==> config.mk <==
export PLATFORM = sky130hd
export DESIGN_NAME = qapm_mixer
export DESIGN_NICKNAME = d
export VERILOG_FILES = /design/src/rtl/qapm_pkg.sv /design/src/rtl/qapm_mixer.sv
export SDC_FILE = /design/constraint.sdc
export NUM_CORES = 2
export LEC_CHECK = 0
export BUFFER_PORTS_ARGS = -buffer_cell sky130_fd_sc_hd__buf_2
export CAP_MARGIN = 15
export CORE_MARGIN = 1.5
export CORE_UTILIZATION = 65
export CTS_CLUSTER_DIAMETER = 40
export CTS_CLUSTER_SIZE = 20
export DETAILED_ROUTE_END_ITERATION = 8
export HOLD_SLACK_MARGIN = 0.06
export PLACE_DENSITY = 0.81
export SETUP_SLACK_MARGIN = 0.05
export SLEW_MARGIN = 0
export SYNTH_ARGS = -nofsm -noshare
export SYNTH_HDL_FRONTEND = slang
export SYNTH_SLANG_ARGS = --single-unit
==> constraint.sdc <==
create_clock -name clk_i -period 9 [get_ports clk_i]
set_clock_uncertainty 0.15 [all_clocks]
set_input_delay 1.8 -clock clk_i [delete_from_list [all_inputs] [get_ports clk_i]]
set_output_delay 1.8 -clock clk_i [all_outputs]
set_load 0.02 [all_outputs]
==> src/rtl/qapm_pkg.sv <==
package qapm_pkg;

  // Field widths
  localparam int unsigned AngW   = 16;
  localparam int unsigned IntW   = 21;
  localparam int unsigned GainW  = 16;
  localparam int unsigned DutyW  = 16;
  localparam int unsigned AxisW  = 41;
  localparam int unsigned MixW   = 46;
  localparam int unsigned IdxW   = 4;
  localparam int unsigned CfgW   = 48;
  localparam int unsigned NumMotors = 4;

  // Attitude limits in Q10.6 (one degree is 64 LSB)
  localparam logic [16:0] DeadBand = 17'd64;
  localparam logic [16:0] DGateHi  = 17'd1280;
  localparam logic [16:0] PrLimit  = 17'd3840;
  localparam logic [16:0] YawLimit = 17'd11520;
  localparam logic signed [21:0] IntHi = 22'sd640000;
  localparam logic signed [21:0] IntLo = -22'sd640000;

  // Mixer: floor((n + 48000) / 96000), range offset keeps the dividend positive
  localparam logic signed [45:0] MixOffset = 46'sd6291504000;
  localparam logic signed [45:0] MixRange  = 46'sd12582912000;

  // 96000 is 256 * 375: floor(y / 375) for y below 2**26 is (y * MixRecip) >> 35
  localparam int unsigned        DivInW    = 26;
  localparam int unsigned        RecipW    = 27;
  localparam int unsigned        ProdW     = 53;
  localparam int unsigned        QuoW      = 18;
  localparam int unsigned        MixShift  = 35;
  localparam logic [RecipW-1:0]  MixRecip  = 27'd91625969;

  // Mixer signs, one bit per motor, set means add
  localparam logic [NumMotors-1:0] SignP = 4'b1001;
  localparam logic [NumMotors-1:0] SignR = 4'b1100;
  localparam logic [NumMotors-1:0] SignY = 4'b1010;

  localparam logic [DutyW-1:0] FaultDuty = 16'd8192;

  // Register reset values
  localparam logic [GainW-1:0] KpPitchRst = 16'd45056;
  localparam logic [GainW-1:0] KiPitchRst = 16'd205;
  localparam logic [GainW-1:0] KdPitchRst = 16'd9011;
  localparam logic [GainW-1:0] KpRollRst  = 16'd38912;
  localparam logic [GainW-1:0] KiRollRst  = 16'd225;
  localparam logic [GainW-1:0] KdRollRst  = 16'd9011;
  localparam logic [CfgW-1:0]  YawRst     = 48'd0;
  localparam logic [DutyW-1:0] BaseRst    = 16'd14746;

  typedef enum logic [IdxW-1:0] {
    RegKpPitch   = 4'd0,
    RegKiPitch   = 4'd1,
    RegKdPitch   = 4'd2,
    RegKpRoll    = 4'd3,
    RegKiRoll    = 4'd4,
    RegKdRoll    = 4'd5,
    RegYawGains  = 4'd6,
    RegBase      = 4'd7
  } reg_idx_e;

  typedef enum logic [1:0] {
    MxIdle,
    MxLoad,
    MxDiv,
    MxDone
  } mix_state_e;

  // Gains and mode of one axis lane
  typedef struct packed {
    logic [GainW-1:0] kp;
    logic [GainW-1:0] ki;
    logic [GainW-1:0] kd;
    logic             yaw;
  } lane_cfg_t;

endpackage

==> src/rtl/qapm_mixer.sv <==
module qapm_mixer (
  input  logic                              clk_i,
  input  logic                              rst_ni,
  input  logic                              start_i,
  input  logic                              ack_i,
  input  logic signed [qapm_pkg::AxisW-1:0] p_i,
  input  logic signed [qapm_pkg::AxisW-1:0] r_i,
  input  logic signed [qapm_pkg::AxisW-1:0] y_i,
  input  logic [qapm_pkg::DutyW-1:0]        base_i,
  output logic                              done_o,
  output logic [qapm_pkg::DutyW-1:0]        duty_o [qapm_pkg::NumMotors]
);
  import qapm_pkg::*;

  mix_state_e state_q, state_d;
  logic ld_n, ld_div, step;

  logic signed [MixW-1:0] n_d   [NumMotors];
  logic signed [MixW-1:0] n_q   [NumMotors];
  logic signed [MixW-1:0] x_d   [NumMotors];
  logic [DivInW-1:0]      y_q   [NumMotors];
  logic [ProdW-1:0]       prod  [NumMotors];
  logic [QuoW-1:0]        quo_q [NumMotors];
  logic                   hi_q  [NumMotors];
  logic                   lo_q  [NumMotors];

  // Next state
  always_comb begin
    state_d = state_q;
    unique case (state_q)
      MxIdle: if (start_i) state_d = MxLoad;
      MxLoad: state_d = MxDiv;
      MxDiv:  state_d = MxDone;
      MxDone: if (ack_i) state_d = MxIdle;
      default: state_d = MxIdle;
    endcase
  end

  // Outputs of the sequencer
  always_comb begin
    ld_n   = 1'b0;
    ld_div = 1'b0;
    step   = 1'b0;
    done_o = 1'b0;
    unique case (state_q)
      MxIdle: ld_n = start_i;
      MxLoad: ld_div = 1'b1;
      MxDiv:  step = 1'b1;
      MxDone: done_o = 1'b1;
      default: ;
    endcase
  end

  always_ff @(posedge clk_i or negedge rst_ni) begin
    if (!rst_ni) begin
      state_q <= MxIdle;
    end else begin
      state_q <= state_d;
    end
  end

  // Merge the three axes per motor: 5*(+-P +-R) + 3*(+-Y)
  always_comb begin
    logic signed [MixW-1:0] pe, re, ye, s;
    for (int k = 0; k < NumMotors; k++) begin
      pe = SignP[k] ? MixW'(p_i) : -MixW'(p_i);
      re = SignR[k] ? MixW'(r_i) : -MixW'(r_i);
      ye = SignY[k] ? MixW'(y_i) : -MixW'(y_i);
      s  = pe + re;
      n_d[k] = (s <<< 2) + s + (ye <<< 1) + ye;
      x_d[k] = n_q[k] + MixOffset;
    end
  end

  // Divide by 96000: drop the eight low bits, then multiply by the reciprocal of 375
  always_comb begin
    for (int k = 0; k < NumMotors; k++) begin
      prod[k] = {{(ProdW-DivInW){1'b0}}, y_q[k]} * {{(ProdW-RecipW){1'b0}}, MixRecip};
    end
  end

  always_ff @(posedge clk_i) begin
    for (int k = 0; k < NumMotors; k++) begin
      if (ld_n) begin
        n_q[k] <= n_d[k];
      end
      if (ld_div) begin
        lo_q[k] <= x_d[k][MixW-1];
        hi_q[k] <= x_d[k] >= MixRange;
        y_q[k]  <= x_d[k][33:8];
      end
      if (step) begin
        quo_q[k] <= prod[k][ProdW-1:MixShift];
      end
    end
  end

  // Add the base duty and saturate
  always_comb begin
    logic signed [18:0] sum;
    for (int k = 0; k < NumMotors; k++) begin
      sum = $signed({3'b000, base_i}) + $signed({1'b0, quo_q[k]}) - 19'sd65536;
      if (hi_q[k]) begin
        duty_o[k] = '1;
      end else if (lo_q[k] || sum[18]) begin
        duty_o[k] = '0;
      end else if (sum[17:16] != 2'b00) begin
        duty_o[k] = '1;
      end else begin
        duty_o[k] = sum[15:0];
      end
    end
  end

endmodule

=== Word-level counts from Yosys, hierarchy flattened ===
Memories as Yosys holds them, arrays and structs flattened.
Index checks and enable logic that the tools add are counted.

* Output and inout port bits: 65
* Register bits: 2
* Memories kept: 5
* Word-level logic and storage cells: 85
* Bits of input ports: 143
* Memory bits (writable): 368

{| class="wikitable"
|+ Memory list
! name !! words !! bits a word !! read ports !! clocked after Yosys merged registers in !! wr ports !! line !! RTL
|-
| n_q || 4 || 46 || 4 || 0 || 4 || qapm_mixer.sv:19 || <nowiki>logic signed [MixW-1:0] n_q [NumMotors];</nowiki>
|-
| y_q || 4 || 26 || 4 || 0 || 4 || qapm_mixer.sv:21 || <nowiki>logic [DivInW-1:0] y_q [NumMotors];</nowiki>
|-
| quo_q || 4 || 18 || 4 || 0 || 4 || qapm_mixer.sv:23 || <nowiki>logic [QuoW-1:0] quo_q [NumMotors];</nowiki>
|-
| hi_q || 4 || 1 || 4 || 0 || 4 || qapm_mixer.sv:24 || <nowiki>logic hi_q [NumMotors];</nowiki>
|-
| lo_q || 4 || 1 || 4 || 0 || 4 || qapm_mixer.sv:25 || <nowiki>logic lo_q [NumMotors];</nowiki>
|}

* Reduce and logical (&&, ||, !) cells: 10
* Muxes and demuxes: 25
* Multipliers: 4
* Magnitude comparators: 4
* $add $sub $neg: 31
* Equal/unequal tests: 5

{| class="wikitable"
|+ Operator list
! kind !! number
|-
| $add A46 B46 Y46 || 8
|-
| $mul A26 B27 Y53 const B || 4
|-
| $mux W16 || 12
|-
| $add A46 B34 Y46 const B || 4
|-
| $ge A46 B35 Y1 const B || 4
|-
| $add A46 B41 Y46 || 3
|-
| $neg A41 Y46 || 3
|-
| $add A16 B18 Y19 || 4
|-
| $sub A19 B18 Y19 const B || 4
|-
| $add A41 B46 Y46 || 1
|-
| $add A45 B42 Y46 || 1
|-
| $add A46 B42 Y46 || 1
|-
| $add A44 B42 Y45 || 1
|-
| $add A41 B41 Y42 || 1
|-
| $mux W1 || 10
|-
| $pmux W2 S4 || 1
|-
| $reduce_bool A2 Y1 || 4
|-
| $eq A2 B2 Y1 const B || 2
|-
| $logic_or A1 B1 Y1 || 4
|-
| $mux W2 || 2
|-
| $ne A2 B2 Y1 const B || 2
|-
| $eq A2 B1 Y1 const B || 1
|-
| $logic_not A2 Y1 || 1
|-
| $reduce_and A2 Y1 || 1
|}

=== Logic depth before layout (Yosys ltp) ===
* Depth after elaboration: 6
* Gate-level depth with buffers: 37
* Mapped depth without buffers: 36

=== Worst setup path before layout ===
No wires, ideal clock.

* Path kind: input-to-reg
* From: in r_i[13] (netlist name)
* To: mem n_q[1][45], data pin
* Setup time: 0.268 ns
* Setup slack: -0.270 ns
* Stages: 36
* Data arrival time: 8.852 ns
* Cells stage by stage: or4_1 > or3_1 > nor4_1 > nand2b_1 > nor3_1 > nand2_1 > nor2_1 > xnor2_1 > ha_1 > clkbuf_1 > a21o_1 > a21o_1 > a21oi_1 > o21ai_0 > a2111oi_0 > o31a_1 > a221o_1 > o21bai_1 > and2_1 > o21ai_0 > nand2b_1 > xnor2_1 > fa_1 > inv_1 > fa_1 > ha_1 > a21o_1 > a21o_1 > a21o_1 > a21oi_1 > nor2b_1 > o21ai_0 > nand2b_1 > a21oi_1 > o21ai_0 > xnor3_1

{| class="wikitable"
|+ RTL lines
! element !! line !! RTL
|-
| start: declaration || qapm_mixer.sv:7 || <nowiki>input logic signed [qapm_pkg::AxisW-1:0] r_i,</nowiki>
|-
| end: declaration || qapm_mixer.sv:19 ||
|}

==> flow_metrics.py <==
metrics = {
    "floorplanning": {
        "top_level_ports": 208,
        "start_util_pct": 65.7,
        "rows": 134,
        "dieHeight_um": 371,
        "die_w_um": 371,
        "die_area_um2": 138000,
        "floorplan.core_area_um2": 134000,
    },
    "detailed_routing": {
        "totalWireLength_mm": 244,
        "num_vias": 69000,
        "drt_first_iter_violations": 4680,
        "route.detailed.wl_per_inst_um": 20.6,
        "dr.pass1.iters": 6,
        "remaining_drc_errors": 0,
        "drt.antenna.violating_nets": 0,
        "vias_per_cell": 5.82,
    },
    "min_path": {
        "min-delay-path-class": "flip-flop to flip-flop",
    },
    "sta": {
        "rsz0062_at_grt": "true",
        "max_slew_margin_pct": 19.5,
        "timing.hold.ws_ns": 0.408,
        "post-route-period-util_pct": 96.4,
        "timing.final.ws_setup_ns": 0.323,
        "timing_worst_slew_pin_value_ns": 1.20,
        "setup_viol": 0,
        "period_needed_ns": 8.68,
        "timing_hold_violations_final": 0,
        "timing.final.max_slew_violations": 0,
        "clock.fmax_mhz": 115,
    },
    "critical_path": {
        "worstPathMaxFanout": 5,
        "peak_per_stage_delay_on_the_critical_path_ns": 0.66,
        "worst_r2r_startpoint": "y_q[2][8]",
        "worstReg2RegEnd": "quo_q[2][17]",
        "cp-endpoint": "n_q[3][45]",
        "path_common_cell": "sky130_fd_sc_hd__o21ai_0",
        "worst_endpoint_data_arrival_time_ns": 8.99,
        "cell_count_of_the_worst_reg_to_reg_path": 25,
        "critical_path.slowest_cell": "sky130_fd_sc_hd__fa_1",
        "startpoint_type": "primary input",
        "regToRegSetupSlack_ns": 0.41,
        "timing.critical_path.to_type": "flip-flop",
        "worstSetupStartpoint": "p_i[0]",
        "worstSetupPathType": "primary input to flip-flop",
        "required_ns": 9.32,
    },
    "logic_synthesis": {
        "async_reset_ff_share_pct": 0.585,
        "yosys_warnings": 0,
        "post_synth.cell_area_avg_um2": 9.73,
        "synth-edff-count": 340,
        "syn_inst": 9037,
        "yosys_register_bits": 342,
        "netlist_area_um2": 88000,
        "synthMuxAreaShare_pct": 0.222,
        "synth-adder-area-share_pct": 53.1,
        "synth-compound-area-share_pct": 11.0,
        "synth_fp_nets": 12100,
        "synth-main-ff-cell": "sky130_fd_sc_hd__edfxtp_1",
        "synth_simple_gate_area_share_pct": 8.30,
        "synth_cell_types": 93,
        "synth.yosys.seq_area_share_pct": 11.7,
        "synth_top_family_by_area": "adder cells",
        "synthXorXnorAreaFrac_pct": 6.58,
    },
    "global_routing": {
        "globalRouteMet1Util_pct": 45.9,
        "grt_remaining_overflow": 0,
        "globalRouteTotalUtil_pct": 36.3,
        "grt_max_degree": 148,
        "global_route.usage.met3_pct": 4.85,
        "grt_pass1_vias": 74100,
        "groute.layer.met2.usage_pct": 60.9,
        "grt_first_pass_wirelength_mm": 387,
        "initial_antenna_violation_count": 9,
        "gr-max-usage-layer": "met2",
    },
    "clocking": {
        "clk_latency_ns": 0.67,
        "h-tree-depth": 2,
        "numCtsBuffers": 49,
        "cts_root_buffer": "sky130_fd_sc_hd__clkbuf_16",
        "cts.hold.buffers_added": 0,
        "clock_sink_count": 342,
        "max-clock-path-buffers": 3,
        "clock_slew_seen_by_the_registers_of_the_worst_setup_and_hold_paths_ns": 0.07,
        "cts_tree": "yes",
    },
    "cells_and_area": {
        "synthToLayoutAreaGrowth_pct": 12.9,
        "fraction_of_final_layout_cells_sized_beyond_drive_strength_1_pct": 12.5,
        "fin_nets": 13100,
    },
    "placed_design": {
        "portBuffers": 207,
        "dpl_worst_slack_ns": -0.580,
        "hpwl_detailed_mm": 215,
        "global_placement_routability_congestion": 1.03,
    },
    "run": {
        "cap_violations": 0,
    },
    "status": {
        "status": "finished clean",
    },
}
==> kinds of logic after synthesis <==
kind of cell | count (synthesis)
muxes | 18
buffers and inverters | 2143
DFF | 342
AOI/OAI and AO/OA | 1516
and+or+nand+nor | 1452
adders and majority gates | 2910
xor gates and xnor gates | 656
==> cell type report <==
type	count	area [um2]
clock buffer	50	1230
multi-input combinational	6552	70100
antenna	5	12.5
fill	9419	34500
clock inverter	41	608
timing repair buffer	1005	7050
tap	1768	2210
sequential	342	10300
inverter	2093	7860
==> sequential cells by signal (all words and copies together) (netlist names) <==
| register | flops |
|---|---|
| y_q | 104 |
| hi_q | 4 |
| lo_q | 4 |
| quo_q | 72 |
| n_q | 156 |
| state_q | 2 |
==> critical path: cells and delay by family <==
kind                     cells  cell delay, ns
adder cells (fa/ha/maj)      5            1.95
buffers and inverters        6            0.80
XOR/XNOR                     2            0.40
AO/OA/AOI/OAI               19            3.59
AND/OR/NAND/NOR              3            0.43
==> synth_stat cells (70+ instances only) <==
library cell	number	share of area, %
sky130_fd_sc_hd__a21o_1	279	2.4
sky130_fd_sc_hd__nand3_1	135	0.77
sky130_fd_sc_hd__nand2_1	338	1.4
sky130_fd_sc_hd__o21ai_0	270	1.5
sky130_fd_sc_hd__nand4_1	78	0.55
sky130_fd_sc_hd__xnor2_1	412	4.1
sky130_fd_sc_hd__inv_1	2092	8.9
sky130_fd_sc_hd__a21oi_1	489	2.8
sky130_fd_sc_hd__xor2_1	241	2.4
sky130_fd_sc_hd__o21bai_1	70	0.60
sky130_fd_sc_hd__edfxtp_1	340	12
sky130_fd_sc_hd__nor2_1	329	1.4
sky130_fd_sc_hd__ha_1	1543	22
sky130_fd_sc_hd__nor3_1	110	0.63
sky130_fd_sc_hd__nor2b_1	91	0.65
sky130_fd_sc_hd__fa_1	1367	31
sky130_fd_sc_hd__nand2b_1	99	0.70
==> layout by cell type (no fill, tap or decap), types with 24 or more instances in the layout <==
cell type and instances:
sky130_fd_sc_hd__o21bai_1 70, sky130_fd_sc_hd__a211oi_1 32, sky130_fd_sc_hd__o31ai_1 26, sky130_fd_sc_hd__a21o_1 279, sky130_fd_sc_hd__nor3_1 103, sky130_fd_sc_hd__clkbuf_16 49, sky130_fd_sc_hd__nand2_1 336, sky130_fd_sc_hd__or2_2 35
sky130_fd_sc_hd__ha_1 1540, sky130_fd_sc_hd__and2_1 37, sky130_fd_sc_hd__nor2_1 326, sky130_fd_sc_hd__nand3_1 135, sky130_fd_sc_hd__edfxtp_1 340, sky130_fd_sc_hd__fa_1 1367, sky130_fd_sc_hd__xor2_1 237, sky130_fd_sc_hd__o211ai_1 24
sky130_fd_sc_hd__nand4_1 78, sky130_fd_sc_hd__xnor2_1 400, sky130_fd_sc_hd__inv_1 2092, sky130_fd_sc_hd__a31oi_1 43, sky130_fd_sc_hd__buf_4 796, sky130_fd_sc_hd__o21ai_0 259, sky130_fd_sc_hd__nor2b_1 91, sky130_fd_sc_hd__o21a_1 67
sky130_fd_sc_hd__nand2b_1 99, sky130_fd_sc_hd__a21oi_1 472, sky130_fd_sc_hd__and3_1 58, sky130_fd_sc_hd__or3_1 39, sky130_fd_sc_hd__buf_2 207
==> what timing repair did <==
item                                    4_1_cts  5_1_grt
gates resized for setup                       0       80
endpoints found under the setup margin        0       28
setup buffers                                 0        2
==> worst min-delay path by stage <==
stage                endpoint  cells after the start  slack, ns        from
finish              y_q[1][5]                      2       0.41  n_q[1][13]
floorplan           y_q[1][5]                      2       0.36  n_q[1][13]
detailed placement  y_q[1][5]                      2       0.40  n_q[1][13]
global route        y_q[1][5]                      2       0.46  n_q[1][13]
CTS                 y_q[1][5]                      2       0.41  n_q[1][13]
global placement    y_q[1][5]                      2       0.39  n_q[1][13]
==> routing by layer <==
layer	part of all wire [%]	up-vias
li1	-	31700
met1	40	34000
met2	47	2634
met3	6.8	684
met4	6.0	2
met5	0.0053	-
==> metrics by stage <==
step	instance area, um2	utilization [%]	setup TNS [ns]	std cells
global placement	97100	72.6	-4.17	11800
global route	99300	74.2	0	11900
detailed placement	97100	72.6	-8.79	11800
CTS	98900	73.9	0	11800
floorplan	88000	-	0	9037
finish	99300	74.2	0	11900
Power is not shown: default switching activity piles up to over one toggle a cycle in this logic, so the estimate is an artifact.
